$ cat config.mk
export PLATFORM = sky130hd
export DESIGN_NAME = cbd_respond
export DESIGN_NICKNAME = d
export VERILOG_FILES = /design/src/console_cpu_bus_decoder_core_macros.svh /design/src/cbd_pkg.sv /design/src/cbd_respond.sv
export SDC_FILE = /design/constraint.sdc
export NUM_CORES = 1
export LEC_CHECK = 0
export BUFFER_PORTS_ARGS = -buffer_cell sky130_fd_sc_hd__buf_4
export CAP_MARGIN = 20
export CORE_ASPECT_RATIO = 1.5
export CORE_UTILIZATION = 45
export CTS_CLUSTER_SIZE = 12
export DETAILED_ROUTE_END_ITERATION = 12
export HOLD_SLACK_MARGIN = 0.05
export PLACE_DENSITY_LB_ADDON = 0.12
export RECOVER_POWER = 100
export SETUP_SLACK_MARGIN = 0.05
export SYNTH_ARGS = -nofsm -noshare
export SYNTH_HDL_FRONTEND = slang
export SYNTH_SLANG_ARGS = --single-unit
$ cat constraint.sdc
create_clock -name clock -period 3.01 [get_ports clock]
set_input_delay 0.1505 -clock clock [delete_from_list [all_inputs] [get_ports clock]]
set_output_delay 0.1505 -clock clock [all_outputs]
set_load 0.02 [all_outputs]
$ cat src/console_cpu_bus_decoder_core_macros.svh
// assertion macros for the bus decoder core
`ifndef CONSOLE_CPU_BUS_DECODER_CORE_MACROS_SVH
`define CONSOLE_CPU_BUS_DECODER_CORE_MACROS_SVH

`ifndef NO_ASSERTIONS
`define CBD_ASSERT(lbl, prop, msg) \
   lbl: assert property (@(posedge clock) disable iff (reset) prop) else $error(msg);
`define CBD_ASSERT_ALWAYS(lbl, prop, msg) \
   lbl: assert property (@(posedge clock) prop) else $error(msg);
`else
`define CBD_ASSERT(lbl, prop, msg)
`define CBD_ASSERT_ALWAYS(lbl, prop, msg)
`endif

`endif

$ cat src/cbd_pkg.sv
`timescale 1ns / 1ps
package cbd_pkg;

   localparam int RAM_DEPTH_DEF = 2048;

   // ram index split: a 13-bit ram window, reciprocal scaled by 2^26
   localparam int RAM_WIN_W    = 13;
   localparam int RECIP_SHIFT  = 26;
   localparam int QUOT_W       = 32 - RECIP_SHIFT;

   localparam int CSR_IDX_W    = 2;
   localparam int CSR_DATA_W   = 16;
   localparam logic [CSR_IDX_W-1:0] CSR_CHEAT_ENABLE  = 2'd0;
   localparam logic [CSR_IDX_W-1:0] CSR_CHEAT_ADDRESS = 2'd1;
   localparam logic [CSR_IDX_W-1:0] CSR_CHEAT_VALUE   = 2'd2;

   localparam logic [2:0] T_RAM   = 3'd0;
   localparam logic [2:0] T_PPU   = 3'd1;
   localparam logic [2:0] T_APU   = 3'd2;
   localparam logic [2:0] T_CTRL  = 3'd3;
   localparam logic [2:0] T_CART  = 3'd4;
   localparam logic [2:0] T_DMA   = 3'd5;
   localparam logic [2:0] T_NONE  = 3'd6;
   localparam logic [2:0] T_CHEAT = 3'd7;

   localparam logic [15:0] ADDR_PPU_BASE   = 16'h2000;
   localparam logic [15:0] ADDR_APU_LAST   = 16'h4013;
   localparam logic [15:0] ADDR_OAM_DMA    = 16'h4014;
   localparam logic [15:0] ADDR_APU_STATUS = 16'h4015;
   localparam logic [15:0] ADDR_JOY1       = 16'h4016;
   localparam logic [15:0] ADDR_JOY2       = 16'h4017;
   localparam logic [15:0] ADDR_CART_BASE  = 16'h4020;

   localparam logic [2:0] PPU_STATUS   = 3'd2;
   localparam logic [2:0] PPU_OAM_DATA = 3'd4;
   localparam logic [2:0] PPU_DATA     = 3'd7;

   localparam logic [7:0] MASK_PPU_STAT_DEV = 8'hE0;
   localparam logic [7:0] MASK_PPU_STAT_OB  = 8'h1F;
   localparam logic [7:0] MASK_APU_DEV      = 8'hDF;
   localparam logic [7:0] MASK_APU_OB       = 8'h20;
   localparam logic [7:0] MASK_CTRL_DEV     = 8'h1F;
   localparam logic [7:0] MASK_CTRL_OB      = 8'hE0;

   typedef enum logic [3:0] {
      SEL_IMM,
      SEL_RAM,
      SEL_DEV,
      SEL_CPU_OB,
      SEL_PPU_OB,
      SEL_PPU_STAT,
      SEL_PPU_DEV,
      SEL_APU,
      SEL_CTRL
   } sel_type;

   typedef struct packed {
      sel_type     sel;
      logic        ppu_load;
      logic [2:0]  target;
      logic        strobe;
      logic [15:0] daddr;
      logic [7:0]  imm;
      logic [7:0]  dev;
      logic [7:0]  page;
   } acc_type;

endpackage

$ cat src/cbd_respond.sv
`timescale 1ns / 1ps
module cbd_respond (
   input  logic             clock,
   input  logic             reset,
   input  logic             a_move,
   input  cbd_pkg::acc_type acc,
   input  logic [7:0]       ram_data,
   input  logic             rsp_ready,
   output logic             b_free,
   output logic             out_valid,
   output logic [7:0]       out_data,
   output logic [2:0]       out_target,
   output logic [15:0]      out_daddr,
   output logic             out_strobe,
   output logic [7:0]       out_page
);
   import cbd_pkg::*;

   logic        b_valid_ff, b_valid_in;
   acc_type     b_acc_ff;
   logic        b_move, out_free;
   logic        out_valid_ff, out_valid_in;
   logic [7:0]  out_data_ff;
   logic [2:0]  out_target_ff;
   logic [15:0] out_daddr_ff;
   logic        out_strobe_ff;
   logic [7:0]  out_page_ff;
   logic [7:0]  cpu_ob_ff, cpu_ob_in;
   logic [7:0]  ppu_ob_ff, ppu_ob_in;
   logic [7:0]  data;

   assign out_free = !out_valid_ff || rsp_ready;
   assign b_move   = b_valid_ff && out_free;
   assign b_free   = !b_valid_ff || out_free;

   always_comb begin
      b_valid_in = b_valid_ff;
      if (a_move) begin
         b_valid_in = 1'b1;
      end else if (b_move) begin
         b_valid_in = 1'b0;
      end
      out_valid_in = out_valid_ff;
      if (b_move) begin
         out_valid_in = 1'b1;
      end else if (rsp_ready) begin
         out_valid_in = 1'b0;
      end
   end

   // pick the result byte: immediate, ram, device, or device bits merged with the open-bus latches
   always_comb begin
      ppu_ob_in = ppu_ob_ff;
      data      = cpu_ob_ff;
      unique case (b_acc_ff.sel)
         SEL_IMM: begin
            data = b_acc_ff.imm;
            if (b_acc_ff.ppu_load) begin
               ppu_ob_in = b_acc_ff.imm;
            end
         end
         SEL_RAM:    data = ram_data;
         SEL_DEV:    data = b_acc_ff.dev;
         SEL_CPU_OB: data = cpu_ob_ff;
         SEL_PPU_OB: data = ppu_ob_ff;
         SEL_PPU_STAT: begin
            ppu_ob_in = (b_acc_ff.dev & MASK_PPU_STAT_DEV) | (ppu_ob_ff & MASK_PPU_STAT_OB);
            data      = ppu_ob_in;
         end
         SEL_PPU_DEV: begin
            ppu_ob_in = b_acc_ff.dev;
            data      = b_acc_ff.dev;
         end
         SEL_APU:  data = (b_acc_ff.dev & MASK_APU_DEV) | (cpu_ob_ff & MASK_APU_OB);
         SEL_CTRL: data = (b_acc_ff.dev & MASK_CTRL_DEV) | (cpu_ob_ff & MASK_CTRL_OB);
         default:  data = cpu_ob_ff;
      endcase
      cpu_ob_in = data;
   end

   always_ff @(posedge clock) begin
      if (reset) begin
         b_valid_ff   <= 1'b0;
         out_valid_ff <= 1'b0;
         cpu_ob_ff    <= '0;
         ppu_ob_ff    <= '0;
      end else begin
         b_valid_ff   <= b_valid_in;
         out_valid_ff <= out_valid_in;
         if (b_move) begin
            cpu_ob_ff <= cpu_ob_in;
            ppu_ob_ff <= ppu_ob_in;
         end
      end
      if (a_move) begin
         b_acc_ff <= acc;
      end
      if (b_move) begin
         out_data_ff   <= data;
         out_target_ff <= b_acc_ff.target;
         out_daddr_ff  <= b_acc_ff.daddr;
         out_strobe_ff <= b_acc_ff.strobe;
         out_page_ff   <= b_acc_ff.page;
      end
   end

   assign out_valid  = out_valid_ff;
   assign out_data   = out_data_ff;
   assign out_target = out_target_ff;
   assign out_daddr  = out_daddr_ff;
   assign out_strobe = out_strobe_ff;
   assign out_page   = out_page_ff;
endmodule

==> flow_summary.yaml <==
yosys:
  postSynthAreaPerCell_sq_um: 14.7
  synthesis.nets: 342
  synthesized_instance_count: 281
  dominant_combinational_cell_family_by_area_after_synthesis: "compound AO/OA/AOI/OAI gates"
  synth_enable_flop_cells: 85
  ys_seq_elements: 103
  post_synth_mux_area_share_pct: 2.25
  area_fraction_in_compound_gates_after_synthesis_pct: 14.1
  seq_area_frac_synth_pct: 70.7
  synth_xor_area_share_pct: 0
  asyncSetResetFlopFracSynth_pct: 0
  synth.largest_area_cell: "sky130_fd_sc_hd__edfxtp_1"
  synth_largest_type_area_fraction_pct: 61.9
  synth_fa_ha_area_share_pct: 0
  synth_top_cells_by_area: "sky130_fd_sc_hd__edfxtp_1 (62%), sky130_fd_sc_hd__dfxtp_1 (8.7%), sky130_fd_sc_hd__a21oi_1 (2.5%)"
  yosysWarningCount: 0
  area_fraction_in_and_or_nand_and_nor_cells_after_synthesis_pct: 9.35
  post_synth_instance_area_sq_mm: 0.00412
  synth_top_cells_by_count: "sky130_fd_sc_hd__edfxtp_1 (85), sky130_fd_sc_hd__a21oi_1 (21), sky130_fd_sc_hd__dfxtp_1 (18)"
  post-synth-top-count-cell: "sky130_fd_sc_hd__edfxtp_1"
  synth.distinct_cells: 52
  most_used_flip_flop_cell_after_synthesis: "sky130_fd_sc_hd__edfxtp_1"
global_routing:
  gr_layer_usage_met1_pct: 22.0
  met3_global_route_usage_pct: 5.52
  global_route.overflow_total: 0
  track_usage_pct: 19.6
  grt_start_max_net_pins: 51
  top_usage_layer: "met2"
  first_pass_grt_wire_length_mm: 14.0
  grt_antenna_before_repair: 0
  grt_pass1_vias: 2958
  globalRouteMet2Util_pct: 34.5
clock_tree:
  cts.hold.buffers_added: 49
  numClockSinks: 103
  cts_resized: 0
  clock-root-buffer: "sky130_fd_sc_hd__clkbuf_16"
  post_cts.repair.setup_buffers: 0
  clk_latency_worst_skew_pair_ns: 0.34
  clk_pin_slew_ns: 0.07
  htree_num_levels: 3
  clockBufferDepth: 2
  cts_tree: "yes"
  cts_buffers: 9
drt:
  post_detailed_route_drc_marker_count: 0
  via_count: 2833
  avgRoutedWirePerCell_microns: 16.0
  avgViaCountPerCell: 5.26
  ant_nets: 0
  number_of_optimization_iterations_in_the_first_detailed_route_pass: 4
  drt-initial-drc-count: 158
  totalWireLength_mm: 8.62
power:
  power_switching_uw: 799
  power.static_leakage_uw: 0.00201
  cellPowerDensity_mw_per_mm2: 595
  power_frac_clock_pct: 36.9
  p_comb_share_pct: 11.0
  share_of_total_power_in_sequential_cells_pct: 52.1
  power_switching_share_pct: 24.3
  ir_drop_v: 0.000440
  cellInternalPower_uw: 2490
  total_power_uw: 3290
cells_and_area:
  area_growth_pct: 34.2
  final_cells: 539
  register_area_sq_mm: 0.00291
  final_layout_size_suffix_gt1_share_pct: 20.7
  multiInputGateArea_sq_mm: 0.00105
  final_core_utilization_pct: 62.3
  antenna_cells: 0
  fin_nets: 485
  num-fill-cells: 694
sta:
  setup_viol: 0
  hold_viol: 0
  maxSlewHeadroom_pct: -74.9
  rsz0062_at_grt: "false"
  finalSetupTns_ns: 0
  timing_max_transition_violations_final: 97
  finClkSkew_ns: 0.00564
  fmaxAchievable_ghz: 0.399
  final.min_clock_period_ns: 2.51
  tightestPinTransition_ns: 2.62
  final.period_utilization_pct: 83.2
outcome:
  outcome: "complete, but fails checks"
  failed_checks: "capacitance limit, slew limit"
die:
  pin_count: 99
  die-area_sq_mm: 0.00956
  core_sq_mm: 0.00888
  fp.dieW_microns: 80.2
  die_height_microns: 119
  initial_utilization_pct: 46.4
  placement_rows: 42
critical_path:
  cell_chain_critical_path: "nor2b_1 > o21ai_0 > and2_0 > a2bb2oi_1"
  crit-reg2reg-launch: "b_acc_ff[47]"
  worstSetupStartpointType: "flop"
  critical_path_at_ns: 2.69
  setup.worst_path.start: "b_acc_ff[47]"
  worst_path_max_delay_cell: "sky130_fd_sc_hd__edfxtp_1"
  worst_path_maximum_fanout: 27
  timing.critical_path.to_type: "flop"
  critical_path_class: "reg -> reg"
  max_stage_delay_ns: 0.95
  required_ns: 3.20
place:
  placedCellCount: 474
  gp_congestion: 0.875
  dp_hpwl_mm: 5.67
  portBuffers: 98
run:
  cap_viol_max_count: 2
worst_hold_path:
  hp-class: "in -> reg"
  worstHoldStart: "rsp_ready"
## cells in the final DEF, fill, tap and decap left out, types with 5 or more instances in the layout
cell | synthesis | layout
sky130_fd_sc_hd__edfxtp_1 | 85 | 85
sky130_fd_sc_hd__dlygate4sd3_1 | 0 | 49
sky130_fd_sc_hd__clkbuf_4 | 0 | 49
sky130_fd_sc_hd__clkbuf_1 | 4 | 39
sky130_fd_sc_hd__a21oi_1 | 21 | 21
sky130_fd_sc_hd__dfxtp_1 | 18 | 18
sky130_fd_sc_hd__o21ai_0 | 11 | 14
sky130_fd_sc_hd__nor2_1 | 12 | 12
sky130_fd_sc_hd__buf_4 | 2 | 12
sky130_fd_sc_hd__nand2_1 | 10 | 10
sky130_fd_sc_hd__clkbuf_16 | 0 | 9
sky130_fd_sc_hd__a211oi_1 | 7 | 8
sky130_fd_sc_hd__a311oi_1 | 7 | 8
sky130_fd_sc_hd__inv_1 | 7 | 7
sky130_fd_sc_hd__mux2i_1 | 7 | 7
sky130_fd_sc_hd__nand2b_1 | 7 | 7
sky130_fd_sc_hd__nor2b_1 | 7 | 7
sky130_fd_sc_hd__and2_1 | 6 | 6
sky130_fd_sc_hd__a2bb2oi_1 | 5 | 5
## worst max-delay path: cells and delay by family (launching register included)
kind            cells  cell delay, ns
flops               1            0.95
compound gates      2            0.80
simple gates        2            0.60
## stage by stage
stage / hold slack, ns / setup slack [ns] / area (sq um)
detailed placement: 0.330 / 0.769 / 4890
finish: 0.111 / 0.504 / 5530
floorplan: 0.249 / 0.748 / 4120
global route: 0.125 / 0.296 / 5530
global placement: 0.328 / 0.890 / 4890
CTS: 0.103 / 0.751 / 5690
## registers in the layout (all words and copies together), names as in the netlist
| register | flops |
|---|---|
| out_strobe | 1 |
| out_data | 8 |
| out_target | 3 |
| b_acc_ff | 49 |
| b_valid_ff | 1 |
| out_valid | 1 |
| out_page | 8 |
| out_daddr | 16 |
| ppu_ob_ff | 8 |
| cpu_ob_ff | 8 |
## final timing paths
check | endpoint | slack, ns | cells after the start
max | out_data[0] | 0.50 | 4
min | out_valid | 0.11 | 4
max reg2reg | out_data[0] | 0.50 | 4
min reg2reg | out_target[0] | 0.42 | 0
## per-layer routing
| layer | share of wire, % | vias to the layer above |
|---|---|---|
| met5 | 0 | - |
| li1 | - | 1374 |
| met2 | 53 | 97 |
| met3 | 6.4 | 15 |
| met4 | 2.0 | 0 |
| met1 | 38 | 1347 |
## power by group through the flow
| stage | logic [uW] | clock network [uW] | registers, uW |
|---|---|---|---|
| after floorplan | 190 | 0 | 1750 |
| after global placement | 333 | 0 | 1740 |
| after detailed placement | 340 | 0 | 1750 |
| after CTS | 391 | 1240 | 1710 |
| after global routing | 394 | 1290 | 1730 |
| final | 362 | 1220 | 1720 |
## cells by family (layout without fill, tap and decap cells)
family                 Yosys count  after routing
AOI/OAI and AO/OA               80             80
buffers and inverters           25            173
and+or+nand+nor                 65             65
muxes                            8              8
DFF                            103            103
## final cells by class
| cell class | instances | area share, % |
|---|---|---|
| clock buffer | 9 | 4.07 |
| clock inverter | 7 | 1.51 |
| inverter | 8 | 0.588 |
| multi-input combinational | 153 | 18.9 |
| sequential | 103 | 52.6 |
| tap | 110 | 2.49 |
| timing repair buffer | 149 | 19.8 |
No activity file was read; power rests on OpenSTA's default activity.
