==> src/console_cpu_bus_decoder_core_macros.svh <==
// assertion macros for the bus decoder core
`ifndef CONSOLE_CPU_BUS_DECODER_CORE_MACROS_SVH
`define CONSOLE_CPU_BUS_DECODER_CORE_MACROS_SVH

`ifndef NO_ASSERTIONS
`define CBD_ASSERT(lbl, prop, msg) \
   lbl: assert property (@(posedge clock) disable iff (reset) prop) else $error(msg);
`define CBD_ASSERT_ALWAYS(lbl, prop, msg) \
   lbl: assert property (@(posedge clock) prop) else $error(msg);
`else
`define CBD_ASSERT(lbl, prop, msg)
`define CBD_ASSERT_ALWAYS(lbl, prop, msg)
`endif

`endif

==> src/cbd_pkg.sv <==
`timescale 1ns / 1ps
package cbd_pkg;

   localparam int RAM_DEPTH_DEF = 2048;

   // ram index split: a 13-bit ram window, reciprocal scaled by 2^26
   localparam int RAM_WIN_W    = 13;
   localparam int RECIP_SHIFT  = 26;
   localparam int QUOT_W       = 32 - RECIP_SHIFT;

   localparam int CSR_IDX_W    = 2;
   localparam int CSR_DATA_W   = 16;
   localparam logic [CSR_IDX_W-1:0] CSR_CHEAT_ENABLE  = 2'd0;
   localparam logic [CSR_IDX_W-1:0] CSR_CHEAT_ADDRESS = 2'd1;
   localparam logic [CSR_IDX_W-1:0] CSR_CHEAT_VALUE   = 2'd2;

   localparam logic [2:0] T_RAM   = 3'd0;
   localparam logic [2:0] T_PPU   = 3'd1;
   localparam logic [2:0] T_APU   = 3'd2;
   localparam logic [2:0] T_CTRL  = 3'd3;
   localparam logic [2:0] T_CART  = 3'd4;
   localparam logic [2:0] T_DMA   = 3'd5;
   localparam logic [2:0] T_NONE  = 3'd6;
   localparam logic [2:0] T_CHEAT = 3'd7;

   localparam logic [15:0] ADDR_PPU_BASE   = 16'h2000;
   localparam logic [15:0] ADDR_APU_LAST   = 16'h4013;
   localparam logic [15:0] ADDR_OAM_DMA    = 16'h4014;
   localparam logic [15:0] ADDR_APU_STATUS = 16'h4015;
   localparam logic [15:0] ADDR_JOY1       = 16'h4016;
   localparam logic [15:0] ADDR_JOY2       = 16'h4017;
   localparam logic [15:0] ADDR_CART_BASE  = 16'h4020;

   localparam logic [2:0] PPU_STATUS   = 3'd2;
   localparam logic [2:0] PPU_OAM_DATA = 3'd4;
   localparam logic [2:0] PPU_DATA     = 3'd7;

   localparam logic [7:0] MASK_PPU_STAT_DEV = 8'hE0;
   localparam logic [7:0] MASK_PPU_STAT_OB  = 8'h1F;
   localparam logic [7:0] MASK_APU_DEV      = 8'hDF;
   localparam logic [7:0] MASK_APU_OB       = 8'h20;
   localparam logic [7:0] MASK_CTRL_DEV     = 8'h1F;
   localparam logic [7:0] MASK_CTRL_OB      = 8'hE0;

   typedef enum logic [3:0] {
      SEL_IMM,
      SEL_RAM,
      SEL_DEV,
      SEL_CPU_OB,
      SEL_PPU_OB,
      SEL_PPU_STAT,
      SEL_PPU_DEV,
      SEL_APU,
      SEL_CTRL
   } sel_type;

   typedef struct packed {
      sel_type     sel;
      logic        ppu_load;
      logic [2:0]  target;
      logic        strobe;
      logic [15:0] daddr;
      logic [7:0]  imm;
      logic [7:0]  dev;
      logic [7:0]  page;
   } acc_type;

endpackage

==> src/cbd_decode.sv <==
`timescale 1ns / 1ps
module cbd_decode #(
   parameter int RAM_DEPTH = cbd_pkg::RAM_DEPTH_DEF
) (
   input  logic                               clock,
   input  logic                               reset,
   input  logic                               csr_we,
   input  logic [cbd_pkg::CSR_IDX_W-1:0]      csr_index,
   input  logic [cbd_pkg::CSR_DATA_W-1:0]     csr_wdata,
   input  logic                               accept,
   input  logic                               in_wr,
   input  logic [15:0]                        in_addr,
   input  logic [7:0]                         in_wdata,
   input  logic [7:0]                         in_dev,
   input  logic                               b_free,
   output logic                               a_free,
   output logic                               a_move,
   output cbd_pkg::acc_type                   acc,
   output logic                               ram_we,
   output logic [$clog2(RAM_DEPTH)-1:0]       ram_idx,
   output logic [7:0]                         ram_wdata
);
   import cbd_pkg::*;

   localparam int IDX_W = $clog2(RAM_DEPTH);
   localparam logic [31:0] RECIP = 32'((64'd1 << RECIP_SHIFT) / RAM_DEPTH + 1);

   logic              cheat_en_ff;
   logic [15:0]       cheat_addr_ff;
   logic [7:0]        cheat_val_ff;

   logic              a_valid_ff, a_valid_in;
   logic              a_wr_ff;
   logic [15:0]       a_addr_ff;
   logic [7:0]        a_wdata_ff;
   logic [7:0]        a_dev_ff;
   logic [QUOT_W-1:0] a_quot_ff;

   logic [31:0]          prod;
   logic [RAM_WIN_W-1:0] rem;
   logic                 is_ram, is_ppu, is_cart, cheat_hit;
   logic [15:0]          fold;

   always_ff @(posedge clock) begin
      if (reset) begin
         cheat_en_ff   <= 1'b0;
         cheat_addr_ff <= '0;
         cheat_val_ff  <= '0;
      end else if (csr_we) begin
         unique case (csr_index)
            CSR_CHEAT_ENABLE:  cheat_en_ff   <= csr_wdata[0];
            CSR_CHEAT_ADDRESS: cheat_addr_ff <= csr_wdata[15:0];
            CSR_CHEAT_VALUE:   cheat_val_ff  <= csr_wdata[7:0];
            default: ;
         endcase
      end
   end

   assign a_move = a_valid_ff && b_free;
   assign a_free = !a_valid_ff || b_free;

   always_comb begin
      a_valid_in = a_valid_ff;
      if (accept) begin
         a_valid_in = 1'b1;
      end else if (a_move) begin
         a_valid_in = 1'b0;
      end
   end

   // quotient of the ram window by the depth, exact for a 13-bit window
   assign prod = 32'(in_addr[RAM_WIN_W-1:0]) * RECIP;

   always_ff @(posedge clock) begin
      if (reset) begin
         a_valid_ff <= 1'b0;
      end else begin
         a_valid_ff <= a_valid_in;
      end
      if (accept) begin
         a_wr_ff    <= in_wr;
         a_addr_ff  <= in_addr;
         a_wdata_ff <= in_wdata;
         a_dev_ff   <= in_dev;
         a_quot_ff  <= prod[31 -: QUOT_W];
      end
   end

   assign rem     = a_addr_ff[RAM_WIN_W-1:0] - RAM_WIN_W'(a_quot_ff * RAM_DEPTH);
   assign is_ram  = a_addr_ff[15:13] == 3'b000;
   assign is_ppu  = a_addr_ff[15:13] == 3'b001;
   assign is_cart = a_addr_ff >= ADDR_CART_BASE;
   assign fold    = ADDR_PPU_BASE | {13'b0, a_addr_ff[2:0]};
   assign cheat_hit = !a_wr_ff && cheat_en_ff &&
                      (a_addr_ff == cheat_addr_ff || (is_ppu && fold == cheat_addr_ff));

   assign ram_idx   = rem[IDX_W-1:0];
   assign ram_we    = a_wr_ff && is_ram;
   assign ram_wdata = a_wdata_ff;

   always_comb begin
      acc          = '0;
      acc.dev      = a_dev_ff;
      acc.imm      = a_wdata_ff;
      acc.daddr    = is_ram ? 16'(rem[IDX_W-1:0]) : (is_ppu ? fold : a_addr_ff);
      acc.target   = T_NONE;
      acc.sel      = SEL_CPU_OB;
      if (a_wr_ff) begin
         acc.sel      = SEL_IMM;
         acc.ppu_load = is_ppu;
         if (is_ram) begin
            acc.target = T_RAM;
            acc.strobe = 1'b1;
         end else if (is_cart) begin
            acc.target = T_CART;
            acc.strobe = 1'b1;
         end else if (is_ppu) begin
            acc.target = T_PPU;
            acc.strobe = a_addr_ff[2:0] != PPU_STATUS;
         end else if (a_addr_ff <= ADDR_APU_LAST || a_addr_ff == ADDR_APU_STATUS ||
                      a_addr_ff == ADDR_JOY2) begin
            acc.target = T_APU;
            acc.strobe = 1'b1;
         end else if (a_addr_ff == ADDR_OAM_DMA) begin
            acc.target = T_DMA;
            acc.strobe = 1'b1;
            acc.page   = a_wdata_ff;
         end else if (a_addr_ff == ADDR_JOY1) begin
            acc.target = T_CTRL;
            acc.strobe = 1'b1;
         end
      end else if (cheat_hit) begin
         acc.sel    = SEL_IMM;
         acc.imm    = cheat_val_ff;
         acc.target = T_CHEAT;
      end else if (is_ram) begin
         acc.sel    = SEL_RAM;
         acc.target = T_RAM;
         acc.strobe = 1'b1;
      end else if (is_cart) begin
         acc.sel    = SEL_DEV;
         acc.target = T_CART;
         acc.strobe = 1'b1;
      end else if (is_ppu) begin
         acc.target = T_PPU;
         case (a_addr_ff[2:0])
            PPU_STATUS: begin
               acc.sel    = SEL_PPU_STAT;
               acc.strobe = 1'b1;
            end
            PPU_OAM_DATA, PPU_DATA: begin
               acc.sel    = SEL_PPU_DEV;
               acc.strobe = 1'b1;
            end
            default: acc.sel = SEL_PPU_OB;
         endcase
      end else if (a_addr_ff == ADDR_APU_STATUS) begin
         acc.sel    = SEL_APU;
         acc.target = T_APU;
         acc.strobe = 1'b1;
      end else if (a_addr_ff == ADDR_JOY1 || a_addr_ff == ADDR_JOY2) begin
         acc.sel    = SEL_CTRL;
         acc.target = T_CTRL;
         acc.strobe = 1'b1;
      end
   end
endmodule

==> config.mk <==
export PLATFORM = sky130hd
export DESIGN_NAME = cbd_decode
export DESIGN_NICKNAME = d
export VERILOG_FILES = /design/src/console_cpu_bus_decoder_core_macros.svh /design/src/cbd_pkg.sv /design/src/cbd_decode.sv
export SDC_FILE = /design/constraint.sdc
export NUM_CORES = 1
export LEC_CHECK = 0
export BUFFER_PORTS_ARGS = -buffer_cell sky130_fd_sc_hd__buf_4
export CAP_MARGIN = 20
export CORE_MARGIN = 4
export CORE_UTILIZATION = 40
export DETAILED_ROUTE_END_ITERATION = 16
export PLACE_DENSITY = 0.7
export SLEW_MARGIN = 15
export SYNTH_ARGS = -nofsm -noshare
export SYNTH_HDL_FRONTEND = slang
export SYNTH_SLANG_ARGS = --single-unit
==> constraint.sdc <==
create_clock -name clock -period 2.4 [get_ports clock]
set_input_delay 0.12 -clock clock [delete_from_list [all_inputs] [get_ports clock]]
set_output_delay 0.12 -clock clock [all_outputs]
set_load 0.05 [all_outputs]
==> results.md <==
Final layout:
- At the end of the flow, the number of nets in the layout was 484.
- The share of the core filled with cells is 65.63%.
- From synthesis to final layout, the design area changed by 58.23%.
- The number of diodes added for antenna fixing is 0.
- In the layout the commonest cells are sky130_fd_sc_hd__buf_4, sky130_fd_sc_hd__nand2_1, sky130_fd_sc_hd__edfxtp_1, sky130_fd_sc_hd__dlygate4sd3_1, sky130_fd_sc_hd__dfxtp_1.
- The layout filler cell count is 567.
- After routing the design area is 0.004508 mm^2.
- The layout cell share with drive strength beyond 1 is 42.96%.
- The leading cell type in the layout, fill and taps excluded is sky130_fd_sc_hd__buf_4.

Critical path:
- The critical path capture point type is a primary output.
- The setup path with the least slack is of type flip-flop to primary output.
- The cell count of the worst reg-to-reg path is 2.
- The origin of the critical flop-to-flop path is cheat_addr_ff[12].
- The arrival time at the worst endpoint is 2.24 ns.
- The worst register-to-register path has a setup slack of 1.68 ns.
- The element type at the critical path start is a flip-flop.
- In this run the critical register-to-register path is captured at cheat_addr_ff[12].
- The required arrival time at the worst endpoint is 2.28 ns.
- The largest driver fanout on the critical path is 8.

Hold path:
- The count of cells along the worst hold path is 3.
- The path with the worst hold slack has its endpoint at cheat_addr_ff[15].
- The start point of the worst hold path is csr_wdata[15].
- The path class of the tightest hold or removal check is primary input to flip-flop.

Floorplan:
- The floorplan step defined a die boundary enclosing 0.008537 mm^2.
- The die boundary height is 92.40 um.
- The cell row count is 30.
- The boundary pin count is 127.
- The total area inside the core boundary comes to 0.006869 mm^2.
- The initial standard-cell utilization of the core is 41.48%.
- The floorplan step set the die width to 92.40 um.

Routing:
- For this block, the routed nets add up to 8070 um of wire.
- The count of antenna-violating nets left after detailed routing is 0.
- Dividing the detail-routed via count by the number of cells gives 4.830.
- The violation count after the first detailed-routing iteration is 113.
- Summing over every cut layer, the via total after detailed routing is 2,555.
- The DRC violation count after routing is 0.
- After detailed routing, the average wire length per cell comes to 15.26 um.
- The first detailed-routing pass took 4 iterations.

STA:
- The number of endpoints with negative hold slack in the final report is 0.
- The top achievable clock speed is 423.5 MHz.
- On the final layout, the worst clock skew is 0 ns.
- The pin slew with the least headroom to its limit is 0.5318 ns.
- The worst pin sits at a relative slew slack of 64.44%.
- The count of endpoints failing setup in the final report is 0.
- The post-layout minimum cycle time is 2.361 ns.
- The number of pins with negative max-slew slack in the final report is 0.
- The final cycle utilization of the critical path is 98.38%.
- Setup repair after global routing could not meet its margin everywhere.

Synth:
- Counting every instance in the synthesized netlist gives 271.
- The number of synthesized register bits is 59.
- After synthesis, the netlist uses 45 different library cells.
- Yosys attributes the largest share of cell area to sky130_fd_sc_hd__edfxtp_1, sky130_fd_sc_hd__dfxtp_1, sky130_fd_sc_hd__nand2_1.
- The post-synthesis instance area is 0.002849 mm^2.
- Yosys printed 0 warnings.
- The synthesized design devotes to its leading area cell type 34.78% of total area.
- In this run the mean area of a mapped cell was 10.51 um^2.
- The cell type with the largest total area after synthesis is sky130_fd_sc_hd__edfxtp_1.
- Sequential elements use 53.05% of the synthesized area.
- The net count after synthesis is 327.

Placement:
- The post-placement cell area is 0.003835 mm^2.
- The count of buffers from port buffering is 126.
- The congestion estimate from routability-driven global placement came to 0.8777.
- The post-detailed-placement half-perimeter wirelength is 5507 um.

Clock tree:
- Clock-pin slew was measured on the worst setup and hold paths at 0.08 ns.
- The count of clock tree sinks is 59.
- At the later pin of the worst-skew pair, clock insertion delay measures 0.34 ns.
- The worst-case clock buffer depth is 2.
- TritonCTS built the clock tree.
- In this run, CTS created clock tree buffers numbering 9.
- The depth of the CTS H-tree is 3.
- The library cell used as clock root buffer is sky130_fd_sc_hd__clkbuf_8.

Power and ir drop:
- Power spread over the standard cell area amounts to 617.7 mW/mm^2.
- For this design the static power due to leakage is 1.904 nW.
- IR analysis of the VDD net gives a maximum drop of 440.9 uV.

GRT:
- Entering global routing, the biggest net connects 35 pins.
- The via count of the first global-routing pass came to 2,584.
- The initial antenna violation count was 0.
- Global routing used 19.59% of the available tracks.
- The remaining global-route overflow is 0.
- The first global-routing pass estimated 12,990 um of wire.

Status:
- The flow ran to the end, and the final reports show no timing, DRC or antenna violations.

Run:
- The max-cap check violation count is 0.
-- sequential cells by signal (all words and copies together) (netlist names) --
name           count
ram_wdata          8
a_dev_ff           8
a_valid_ff         1
cheat_en_ff        1
a_wr_ff            1
a_addr_ff         16
cheat_addr_ff     16
cheat_val_ff       8
-- cell usage after synthesis (all sizes together) --
| library cell | count |
|---|---|
| a21o | 1 |
| a21oi | 21 |
| and2 | 10 |
| and3 | 1 |
| and3b | 1 |
| and4 | 1 |
| and4b | 1 |
| buf | 18 |
| clkbuf | 14 |
| dfxtp | 26 |
| edfxtp | 33 |
| inv | 1 |
| mux2 | 8 |
| mux2i | 9 |
| nand2 | 39 |
| nand2b | 2 |
| nand3 | 3 |
| nand3b | 3 |
| nand4 | 6 |
| nand4b | 1 |
| nor2 | 13 |
| nor2b | 11 |
| nor3 | 3 |
| nor3b | 3 |
| nor4 | 3 |
| nor4b | 4 |
| nor4bb | 2 |
| o211a | 1 |
| o211ai | 1 |
| o21a | 1 |
| o21ai | 7 |
| o221ai | 1 |
| o22ai | 1 |
| o31ai | 1 |
| or2 | 1 |
| or3b | 1 |
| or4 | 1 |
| xnor2 | 15 |
| xor2 | 2 |
-- power breakdown --
group / leakage [nW] / internal [mW] / switching, mW
Clock: 0.0891 / 0.411 / 0.440
Sequential: 0.535 / 1.13 / 0.0498
Combinational: 1.28 / 0.293 / 0.458
Total: 1.90 / 1.84 / 0.947
-- critical path: stages, from the launching register on --
cell and delay, ns:
sky130_fd_sc_hd__edfxtp_1 0.49, sky130_fd_sc_hd__xnor2_1 0.19, sky130_fd_sc_hd__nand4_1 0.16, sky130_fd_sc_hd__nor4_4 0.37
sky130_fd_sc_hd__o21ai_4 0.18, sky130_fd_sc_hd__mux2_2 0.32, sky130_fd_sc_hd__buf_4 0.19
-- how the worst max path moves through the flow --
stage	start	endpoint	cells after the start
finish	a_addr_ff[6]	acc[17]	6
global route	a_addr_ff[14]	acc[18]	6
CTS	a_addr_ff[14]	acc[20]	6
detailed placement	a_addr_ff[8]	acc[21]	6
global placement	a_addr_ff[3]	acc[23]	6
floorplan	a_wr_ff	ram_we	2
-- cells by family (layout without fill, tap and decap cells) --
group / count (synthesis) / in the layout / synth area share [%]
AND/OR/NAND/NOR: 110 / 110 / 21.56
buffers and inverters: 33 / 194 / 6.587
multiplexers: 17 / 17 / 6.588
AO/OA/AOI/OAI: 35 / 36 / 6.984
XOR/XNOR: 17 / 17 / 5.226
flip-flops: 59 / 59 / 53.05
-- final cells by class --
| class | instances | area (um^2) | share of cell area [%] |
|---|---|---|---|
| flip-flops and latches | 59 | 1513 | 33.56 |
| repair buffers | 177 | 1430 | 31.72 |
| multi-input cells | 180 | 1254 | 27.81 |
| clock buffers | 10 | 137.6 | 3.053 |
| well taps | 96 | 120.1 | 2.664 |
| clock inverters | 6 | 50.05 | 1.110 |
| inverters | 1 | 3.754 | 0.08326 |
-- timing repair --
item / 4_1_cts / 5_1_grt
pin swaps: 3 / 8
cloned: 1 / 0
hold endpoints to repair: 33 / 0
hold buffers: 33 / 0
resized for setup: 4 / 15
setup buffers: 2 / 3
setup endpoints to repair: 15 / 24
-- through the flow --
stage / worst slack [ns] / TNS, ns / hold slack [ns] / total power [mW] / cells
4_1_cts: 0.02044 / 0 / 0.006146 / 2.786 / 526
3_5_place_dp: 0.1912 / 0 / 0.2995 / 1.890 / 474
6_report: 0.03879 / 0 / 0.01834 / 2.784 / 529
3_3_place_gp: 0.2274 / 0 / 0.2982 / 1.885 / 474
2_1_floorplan: 0.005399 / 0 / 0.2189 / 1.655 / 271
5_1_grt: -0.03561 / -0.4167 / 0.01444 / 2.906 / 529
-- per-layer routing --
metal  up-vias  GRT usage [%]  routed length [um]
li1       1258              -                   -
met5         -              0                   0
met4         0          7.054                  73
met1      1199          24.11                3340
met2        88          32.15                4098
met3        10          6.255                 557
(Power assumes the default switching activity.)
